$ cat src/hdl/scfp_pkg.sv
`default_nettype none
// ----------------------------------------------------------------------------
// Serial command frame parser package
// Shared types and constants for the frame parser: byte codes, widths,
// reset values and the structs passed between modules.
// ----------------------------------------------------------------------------
package scfp_pkg;

  localparam int ByteW     = 8;
  localparam int IdxW      = 4;
  localparam int SlotCount = 5;

  localparam logic [ByteW-1:0] StartByte    = 8'h2A;  // '*'
  localparam logic [ByteW-1:0] CmdData      = 8'h25;  // '%'
  localparam logic [ByteW-1:0] CmdAddr      = 8'h24;  // '$'
  localparam logic [ByteW-1:0] Slot0Reset   = 8'h7E;
  localparam logic [ByteW-1:0] TimeoutReset = 8'd50;
  localparam logic [ByteW-1:0] CounterReset = 8'd100;
  localparam logic [IdxW-1:0]  LastIndex    = 4'd8;
  localparam logic [IdxW-1:0]  MinTakeIndex = 4'd3;

  typedef enum logic {
    OpByte = 1'b0,
    OpTick = 1'b1
  } op_t;

  typedef enum logic {
    KindData = 1'b0,
    KindAddr = 1'b1
  } kind_t;

  typedef struct packed {
    op_t              operation;
    logic [ByteW-1:0] byte_value;
  } item_t;

  typedef struct packed {
    kind_t            frame_kind;
    logic [ByteW-1:0] data_byte;
    logic [ByteW-1:0] command_byte;
    logic [ByteW-1:0] address_byte;
  } result_t;

  typedef struct packed {
    logic            res_valid;
    logic [IdxW-1:0] write_index;
  } core_status_t;

endpackage
`default_nettype wire

$ cat src/hdl/scfp_if.sv
`default_nettype none
// ----------------------------------------------------------------------------
// Frame parser stream interfaces
// Valid/ready channels for incoming items and outgoing transmit requests.
// ----------------------------------------------------------------------------
interface scfp_cmd_if;
  logic       valid;
  logic       ready;
  logic       operation;
  logic [7:0] byte_value;

  modport source (output valid, output operation, output byte_value, input ready);
  modport sink   (input valid, input operation, input byte_value, output ready);
endinterface

interface scfp_req_if;
  logic       valid;
  logic       ready;
  logic       frame_kind;
  logic [7:0] data_byte;
  logic [7:0] command_byte;
  logic [7:0] address_byte;

  modport source (output valid, output frame_kind, output data_byte,
                  output command_byte, output address_byte, input ready);
  modport sink   (input valid, input frame_kind, input data_byte,
                  input command_byte, input address_byte, output ready);
endinterface
`default_nettype wire

$ cat src/hdl/serial_command_frame_parser_top.sv
`default_nettype none
// ----------------------------------------------------------------------------
// Serial command frame parser
// Assembles command frames from received serial bytes and, after a period
// of line silence counted in ticks, turns a complete frame into one bus
// transmit request.
// ----------------------------------------------------------------------------
//
//  Channel   Direction  Payload                                   Transfer
//  cmd       sink       operation, byte_value                     valid & ready
//  req       source     frame_kind, data_byte, command_byte,
//                       address_byte                              valid & ready
//  cfg       write      cfg_wdata (idle_timeout)                  cfg_we
//
// An item waits in the input register, and the frame core updates its state
// at the edge that moves the item on; with req ready a new item is accepted
// every cycle, so the sustained rate is one item per clock. A request shows
// on req once the tick that produced it has moved on from the input register
// and been loaded into the result register. Reset (rst, synchronous) empties
// both registers and sets the frame slots, index, idle counter and timeout to
// their initial values. While the result register holds a request that req
// has not taken, the item in the input register waits, whether or not it
// would produce a request, and cmd ready stays low until req takes it.
//
module serial_command_frame_parser_top (
  input  wire logic        clk,
  input  wire logic        rst,
  scfp_cmd_if.sink         cmd,
  scfp_req_if.source       req,
  input  wire logic        cfg_we,
  input  wire logic [7:0]  cfg_wdata
);

  // Input register: one received byte or tick waiting for the core.
  logic                   item_valid;
  scfp_pkg::item_t        item;
  logic                   slot_free;
  logic                   advance;
  scfp_pkg::result_t      result;
  scfp_pkg::core_status_t status;

  // An item moves through the core only when the result register can take
  // whatever it produces, so no request is ever overwritten.
  assign advance   = item_valid && slot_free;
  assign cmd.ready = !item_valid || advance;

  always_ff @(posedge clk) begin
    if (rst) begin
      item_valid <= 1'b0;
    end else if (cmd.valid && cmd.ready) begin
      item_valid <= 1'b1;
    end else if (advance) begin
      item_valid <= 1'b0;
    end
  end

  always_ff @(posedge clk) begin
    if (cmd.valid && cmd.ready) begin
      item.operation  <= scfp_pkg::op_t'(cmd.operation);
      item.byte_value <= cmd.byte_value;
    end
  end

  scfp_frame_core u_core (
    .clk        (clk),
    .rst        (rst),
    .item_valid (advance),
    .item       (item),
    .cfg_we     (cfg_we),
    .cfg_wdata  (cfg_wdata),
    .result     (result),
    .status     (status)
  );

  scfp_out_reg u_out (
    .clk       (clk),
    .rst       (rst),
    .load      (advance),
    .res_valid (status.res_valid),
    .result    (result),
    .slot_free (slot_free),
    .req       (req)
  );

`ifndef NO_ASSERTIONS
  // The write index never runs past the last frame position.
  assert property (@(posedge clk) disable iff (rst)
    status.write_index <= scfp_pkg::LastIndex)
    else $error("write index beyond last position");

  // Taking a frame always clears the write index.
  assert property (@(posedge clk) disable iff (rst)
    advance && status.res_valid |=> status.write_index == '0)
    else $error("write index not cleared after frame taken");

  // Only a tick can produce a request.
  assert property (@(posedge clk) disable iff (rst)
    status.res_valid |-> item.operation == scfp_pkg::OpTick)
    else $error("request produced by a received byte");

  // While the result register is full and stalled, a waiting item stays put.
  assert property (@(posedge clk) disable iff (rst)
    item_valid && !slot_free |=> item_valid && $stable(item))
    else $error("input register changed while stalled");
`endif

endmodule
`default_nettype wire

$ cat src/hdl/scfp_frame_core.sv
`default_nettype none
// ----------------------------------------------------------------------------
// Frame parser core
// Holds the frame slots, write index, idle counter and timeout register,
// and decodes a buffered frame when a tick finds the line idle.
// ----------------------------------------------------------------------------
module scfp_frame_core (
  input  wire logic                        clk,
  input  wire logic                        rst,
  input  wire logic                        item_valid,
  input  wire scfp_pkg::item_t             item,
  input  wire logic                        cfg_we,
  input  wire logic [scfp_pkg::ByteW-1:0]  cfg_wdata,
  output scfp_pkg::result_t                result,
  output scfp_pkg::core_status_t           status
);

  logic [scfp_pkg::ByteW-1:0] slots      [scfp_pkg::SlotCount];
  logic [scfp_pkg::ByteW-1:0] slots_next [scfp_pkg::SlotCount];
  logic [scfp_pkg::IdxW-1:0]  write_index, write_index_next;
  logic [scfp_pkg::ByteW-1:0] idle_counter, idle_counter_next;
  logic [scfp_pkg::ByteW-1:0] idle_timeout;
  logic                       res_valid;

  always_comb begin
    slots_next        = slots;
    write_index_next  = write_index;
    idle_counter_next = idle_counter;
    res_valid         = 1'b0;
    result            = '0;
    if (item_valid) begin
      if (item.operation == scfp_pkg::OpByte) begin
        idle_counter_next = idle_timeout;
        if (item.byte_value == scfp_pkg::StartByte) begin
          write_index_next = '0;
          slots_next[0]    = item.byte_value;
        end else if (write_index < scfp_pkg::LastIndex) begin
          write_index_next = write_index + 1'b1;
          // Bytes beyond the last kept slot advance the index only.
          for (int k = 1; k < scfp_pkg::SlotCount; k++) begin
            if (write_index_next == scfp_pkg::IdxW'(k)) begin
              slots_next[k] = item.byte_value;
            end
          end
        end else begin
          write_index_next = '0;
        end
      end else begin
        if (idle_counter != '0) begin
          idle_counter_next = idle_counter - 1'b1;
        end else if (write_index > scfp_pkg::MinTakeIndex) begin
          write_index_next = '0;
          if (slots[0] == scfp_pkg::StartByte) begin
            result.command_byte = slots[2];
            result.address_byte = slots[3];
            if (slots[1] == scfp_pkg::CmdData) begin
              res_valid         = 1'b1;
              result.frame_kind = scfp_pkg::KindData;
              result.data_byte  = slots[4];
            end else if (slots[1] == scfp_pkg::CmdAddr) begin
              res_valid         = 1'b1;
              result.frame_kind = scfp_pkg::KindAddr;
              result.data_byte  = slots[3];
            end
          end
        end
      end
    end
  end

  always_ff @(posedge clk) begin
    if (rst) begin
      slots[0]     <= scfp_pkg::Slot0Reset;
      for (int k = 1; k < scfp_pkg::SlotCount; k++) begin
        slots[k] <= '0;
      end
      write_index  <= '0;
      idle_counter <= scfp_pkg::CounterReset;
      idle_timeout <= scfp_pkg::TimeoutReset;
    end else begin
      slots        <= slots_next;
      write_index  <= write_index_next;
      idle_counter <= idle_counter_next;
      if (cfg_we) begin
        idle_timeout <= cfg_wdata;
      end
    end
  end

  assign status.res_valid   = res_valid;
  assign status.write_index = write_index;

endmodule
`default_nettype wire

$ cat src/hdl/scfp_out_reg.sv
`default_nettype none
// ----------------------------------------------------------------------------
// Frame parser result register
// Holds one transmit request until the downstream side takes it.
// ----------------------------------------------------------------------------
module scfp_out_reg (
  input  wire logic              clk,
  input  wire logic              rst,
  input  wire logic              load,
  input  wire logic              res_valid,
  input  wire scfp_pkg::result_t result,
  output logic                   slot_free,
  scfp_req_if.source             req
);

  logic              valid;
  scfp_pkg::result_t held;

  assign slot_free = !valid || req.ready;

  always_ff @(posedge clk) begin
    if (rst) begin
      valid <= 1'b0;
    end else if (load && res_valid) begin
      valid <= 1'b1;
    end else if (req.ready) begin
      valid <= 1'b0;
    end
  end

  always_ff @(posedge clk) begin
    if (load && res_valid) begin
      held <= result;
    end
  end

  assign req.valid        = valid;
  assign req.frame_kind   = held.frame_kind;
  assign req.data_byte    = held.data_byte;
  assign req.command_byte = held.command_byte;
  assign req.address_byte = held.address_byte;

endmodule
`default_nettype wire
$ cat src/flat_wrapper.sv
// flat-port wrapper written by rule: the top's interface ports become plain ports
module serial_command_frame_parser_top_flat 
  (clk, rst, cfg_we, cfg_wdata, cmd_valid, cmd_operation, cmd_byte_value, cmd_ready, req_valid, req_frame_kind, req_data_byte, req_command_byte, req_address_byte, req_ready);
  scfp_cmd_if cmd_i ();
  scfp_req_if req_i ();
  input  wire logic clk;
  input  wire logic rst;
  input  wire logic cfg_we;
  input  wire logic [7:0] cfg_wdata;
  input wire logic [$bits(cmd_i.valid)-1:0] cmd_valid;
  input wire logic [$bits(cmd_i.operation)-1:0] cmd_operation;
  input wire logic [$bits(cmd_i.byte_value)-1:0] cmd_byte_value;
  output wire logic [$bits(cmd_i.ready)-1:0] cmd_ready;
  output wire logic [$bits(req_i.valid)-1:0] req_valid;
  output wire logic [$bits(req_i.frame_kind)-1:0] req_frame_kind;
  output wire logic [$bits(req_i.data_byte)-1:0] req_data_byte;
  output wire logic [$bits(req_i.command_byte)-1:0] req_command_byte;
  output wire logic [$bits(req_i.address_byte)-1:0] req_address_byte;
  input wire logic [$bits(req_i.ready)-1:0] req_ready;
  assign cmd_i.valid = cmd_valid;
  assign cmd_i.operation = cmd_operation;
  assign cmd_i.byte_value = cmd_byte_value;
  assign cmd_ready = cmd_i.ready;
  assign req_valid = req_i.valid;
  assign req_frame_kind = req_i.frame_kind;
  assign req_data_byte = req_i.data_byte;
  assign req_command_byte = req_i.command_byte;
  assign req_address_byte = req_i.address_byte;
  assign req_i.ready = req_ready;
  serial_command_frame_parser_top u_core (.clk(clk), .rst(rst), .cmd(cmd_i), .req(req_i), .cfg_we(cfg_we), .cfg_wdata(cfg_wdata));
endmodule
$ cat config.mk
export PLATFORM = sky130hd
export DESIGN_NAME = serial_command_frame_parser_top_flat
export DESIGN_NICKNAME = d
export VERILOG_FILES = /design/src/hdl/scfp_pkg.sv /design/src/hdl/scfp_if.sv /design/src/hdl/serial_command_frame_parser_top.sv /design/src/hdl/scfp_frame_core.sv /design/src/hdl/scfp_out_reg.sv /design/src/flat_wrapper.sv
export SDC_FILE = /design/constraint.sdc
export NUM_CORES = 1
export LEC_CHECK = 0
export ABC_AREA = 1
export ABC_CLOCK_PERIOD_IN_PS = 3360
export BUFFER_PORTS_ARGS = -buffer_cell sky130_fd_sc_hd__buf_2
export CAP_MARGIN = 20
export CORE_ASPECT_RATIO = 0.6
export CORE_MARGIN = 2
export CORE_UTILIZATION = 45
export CTS_CLUSTER_SIZE = 30
export DETAILED_ROUTE_END_ITERATION = 8
export HOLD_SLACK_MARGIN = 0.15
export PLACE_DENSITY = 0.67
export SYNTH_ARGS = -nofsm -noshare
export SYNTH_HDL_FRONTEND = slang
export SYNTH_HIERARCHICAL = 1
export SYNTH_SLANG_ARGS = --single-unit
$ cat constraint.sdc
create_clock -name clk -period 3.36 [get_ports clk]
set_input_delay 0.504 -clock clk [delete_from_list [all_inputs] [get_ports clk]]
set_output_delay 0.504 -clock clk [all_outputs]
set_load 0.01 [all_outputs]
==> flow_summary.json <==
{
  "wl_per_cell_um": 12.8,
  "hp-start": "cmd_operation",
  "synth_nets": 534,
  "rsz0062_at_grt": "false",
  "startpoint": "u_core/item[8]",
  "rows": 26,
  "grt_pass1_vias": 2912,
  "path_clk_slew_ns": 0.06,
  "drt_iter0_markers": 276,
  "vdd_drop_max_mv": 0.423,
  "synth_edf_count": 34,
  "drtAntennaViolNets": 0,
  "dp_hpwl_mm": 6.05,
  "relSlewSlack_pct": 47.7,
  "dr.pass1.iters": 5,
  "cts_buffers": 9,
  "area_growth_pct": 14.6,
  "dieArea_mm2": 0.00995,
  "wl_met2_mm": 3.06,
  "drc": 0,
  "start_kind": "flop",
  "status": "completed",
  "vias_per_cell": 4.84,
  "n_antenna_cell": 0,
  "gp_congestion": 0.888,
  "switching_share_pct": 22.4,
  "intPower_w": 0.00185,
  "finalSetupTns_ns": 0,
  "cp.required_ns": 3.37,
  "yosys_most_used_dff": "dfxtp_1",
  "ys_top_cells_by_area": "dfxtp_1 30%, edfxtp_1 25%, nand2_1 9.9%, nor2_1 9.7%, inv_1 5.3%",
  "seq_area_frac_synth_pct": 55.0,
  "nets": 582,
  "setup_ws_ns": 1.00,
  "finalMaxSlewViolations": 0,
  "critPathKind": "reg -> reg",
  "min_period_ns": 2.36,
  "power_density_mw_per_mm2": 506,
  "min_path_type": "in -> reg",
  "max_cap_viol_count": 0,
  "dpl_worst_slack_ns": 0.848,
  "p_leak_nw": 1.87,
  "ios": 49,
  "clkPwrFrac_pct": 40.9,
  "track_usage_pct": 18.8,
  "synth_area_leader_cell": "dfxtp_1",
  "post-route-period-util_pct": 70.2,
  "clock_path_buffers": 2,
  "wl_met1_mm": 4.64,
  "routed-wl-met3_um": 699,
  "grt_first_pass_wirelength_mm": 14.4,
  "core_area_mm2": 0.00869,
  "switching_power_w": 0.000533,
  "synthCells": 504,
  "fill_cells": 815,
  "fmax_ghz": 0.424,
  "pwr-share-comb_pct": 6.1,
  "r2r_start": "u_core/item[8]",
  "globalRouteOverflowTotal": 0,
  "synth-async-reset-ratio_pct": 0,
  "ys_warn_count": 6,
  "die_h_um": 78.1,
  "initial_core_util_pct": 47.4,
  "cp_data_arrival_time_ns": 2.37,
  "tritoncts": "yes",
  "holdBufCountCts": 0,
  "fin_worst_skew_ns": 0.00685,
  "dr.max_layer_used": "met4",
  "hold_viol": 0,
  "pwr-share-seq_pct": 53.0,
  "cts_setup_buffers": 0,
  "synth_top_area_share_pct": 30.2,
  "ys_ff_latch": 96,
  "cp_max_fo": 25,
  "syn_area_per_cell_um2": 8.16,
  "worst_pin_slew_ns": 0.785,
  "portBuffers": 48,
  "clk_latency_ns": 0.34,
  "drt-total-wl_mm": 8.52,
  "cts_resized": 0,
  "cts_sinks": 96,
  "synth_area_mm2": 0.00411,
  "vias": 3234,
  "setup_viol": 0,
  "die_w_um": 127,
  "root_buffer": "clkbuf_16",
  "htreeDepth": 3,
  "ys_types": 28,
  "drive_gt1_share_pct": 16.5,
  "antenna_found_initial": 0,
  "end_kind": "flop",
  "grt_max_degree": 50
}
worst max-delay path: stages, from the launching register on:
cell	delay (ns)
edfxtp_1	0.58
inv_2	0.21
nor3_2	0.14
nand3_1	0.17
nor2_4	0.28
inv_2	0.06
nor2_1	0.09
nand2_1	0.09
inv_1	0.06
buf_4	0.31
worst paths after layout:
kind         slack, ns  depth (start not counted)                            end
max               1.00                          9  u_core/u_out/req.data_byte[5]
max reg2reg       1.00                          9  u_core/u_out/req.data_byte[5]
min               0.34                          1                 u_core/item[8]
min reg2reg       0.45                          1        u_core/u_core/slots[33]
stage by stage:
stage | hold slack (ns) | instances | area [µm²] | util [%] | power (W)
floorplan | 0.415 | 504 | 4110 | - | 0.00138
global placement | 0.428 | 653 | 4430 | 51.0 | 0.00143
detailed placement | 0.434 | 653 | 4430 | 51.0 | 0.00143
CTS | 0.323 | 668 | 4710 | 54.3 | 0.00241
global route | 0.320 | 668 | 4710 | 54.3 | 0.00248
finish | 0.336 | 668 | 4710 | 54.3 | 0.00238
Yosys cell counts, types with 4 or more instances:
cell type	number
nand2_2	4
inv_2	6
nor2_4	5
nor2_1	106
nand3_1	27
nand2_1	108
inv_1	58
ha_1	8
edfxtp_1	34
nand4_1	4
dfxtp_1	62
o21ai_0	21
o21ai_1	8
clkbuf_1	7
nor3_1	5
nor2_2	9
buf_4	4
a21oi_1	14
layout make-up:
type	instances	area (µm²)	share of cell area, %
Sequential cell	96	2260	48.0
Multi-Input combinational cell	328	1520	32.3
Timing Repair Buffer	51	263	5.57
Inverter	66	248	5.26
Clock buffer	11	233	4.94
Tap cell	112	140	2.97
Clock inverter	4	47.5	1.01
sequential cells by signal, summed over array words and instances (netlist names):
register	count
u_core/u_out/req.data_byte	8
u_core/item_valid	1
u_core/u_core/slots	40
u_core/u_out/req.command_byte	8
u_core/u_core/idle_timeout	8
u_core/u_out/req.valid	1
u_core/u_out/req.frame_kind	1
u_core/u_out/req.address_byte	8
u_core/u_core/idle_counter	8
u_core/u_core/write_index	4
u_core/item	9
kinds of logic after synthesis:
family,after synthesis,share of synthesized area [%]
AOI/OAI and AO/OA,46,5.84
xor gates and xnor gates,1,0.213
adders and majority gates,8,2.43
buffers and inverters,80,8.06
DFF,96,55.0
and+or+nand+nor,273,28.5
per-layer routing:
| metal | global-route usage (%) | vias to the layer above |
|---|---|---|
| met5 | 0 | - |
| met4 | 5.93 | 0 |
| met3 | 5.52 | 12 |
| met2 | 24.3 | 132 |
| met1 | 29.3 | 1416 |
| li1 | - | 1674 |
cells in the final DEF (no fill, tap or decap):
cell / netlist / layout
nor3_2: 1 / 1
dfxtp_1: 62 / 62
nor2_4: 5 / 5
nand3_1: 27 / 27
inv_1: 58 / 58
nand2_1: 108 / 108
inv_2: 6 / 6
clkinv_4: 0 / 1
o21ai_0: 21 / 21
nor2_2: 9 / 9
edfxtp_1: 34 / 34
clkinv_1: 2 / 3
clkinv_2: 0 / 1
bufinv_16: 0 / 1
a21oi_1: 14 / 14
nand2_2: 4 / 4
nor2_1: 106 / 106
xor2_1: 1 / 1
o31ai_1: 1 / 1
nor3_1: 5 / 5
nand3b_1: 1 / 1
buf_2: 1 / 48
a21oi_2: 2 / 2
ha_1: 8 / 8
nand3_2: 2 / 2
buf_4: 4 / 3
nand4_1: 4 / 4
nor3b_1: 1 / 1
clkbuf_1: 7 / 2
o21ai_1: 8 / 8
clkbuf_16: 0 / 9
power groups by stage:
| stage | clock network, W | registers [W] | logic, W |
|---|---|---|---|
| after global routing | 0.00105 | 0.00127 | 0.000169 |
| after floorplan | 0 | 0.00127 | 0.000110 |
| after detailed placement | 0 | 0.00129 | 0.000145 |
| final | 0.000974 | 0.00126 | 0.000147 |
| after CTS | 0.00100 | 0.00126 | 0.000145 |
| after global placement | 0 | 0.00129 | 0.000142 |
No activity file was read; power rests on OpenSTA's default activity.
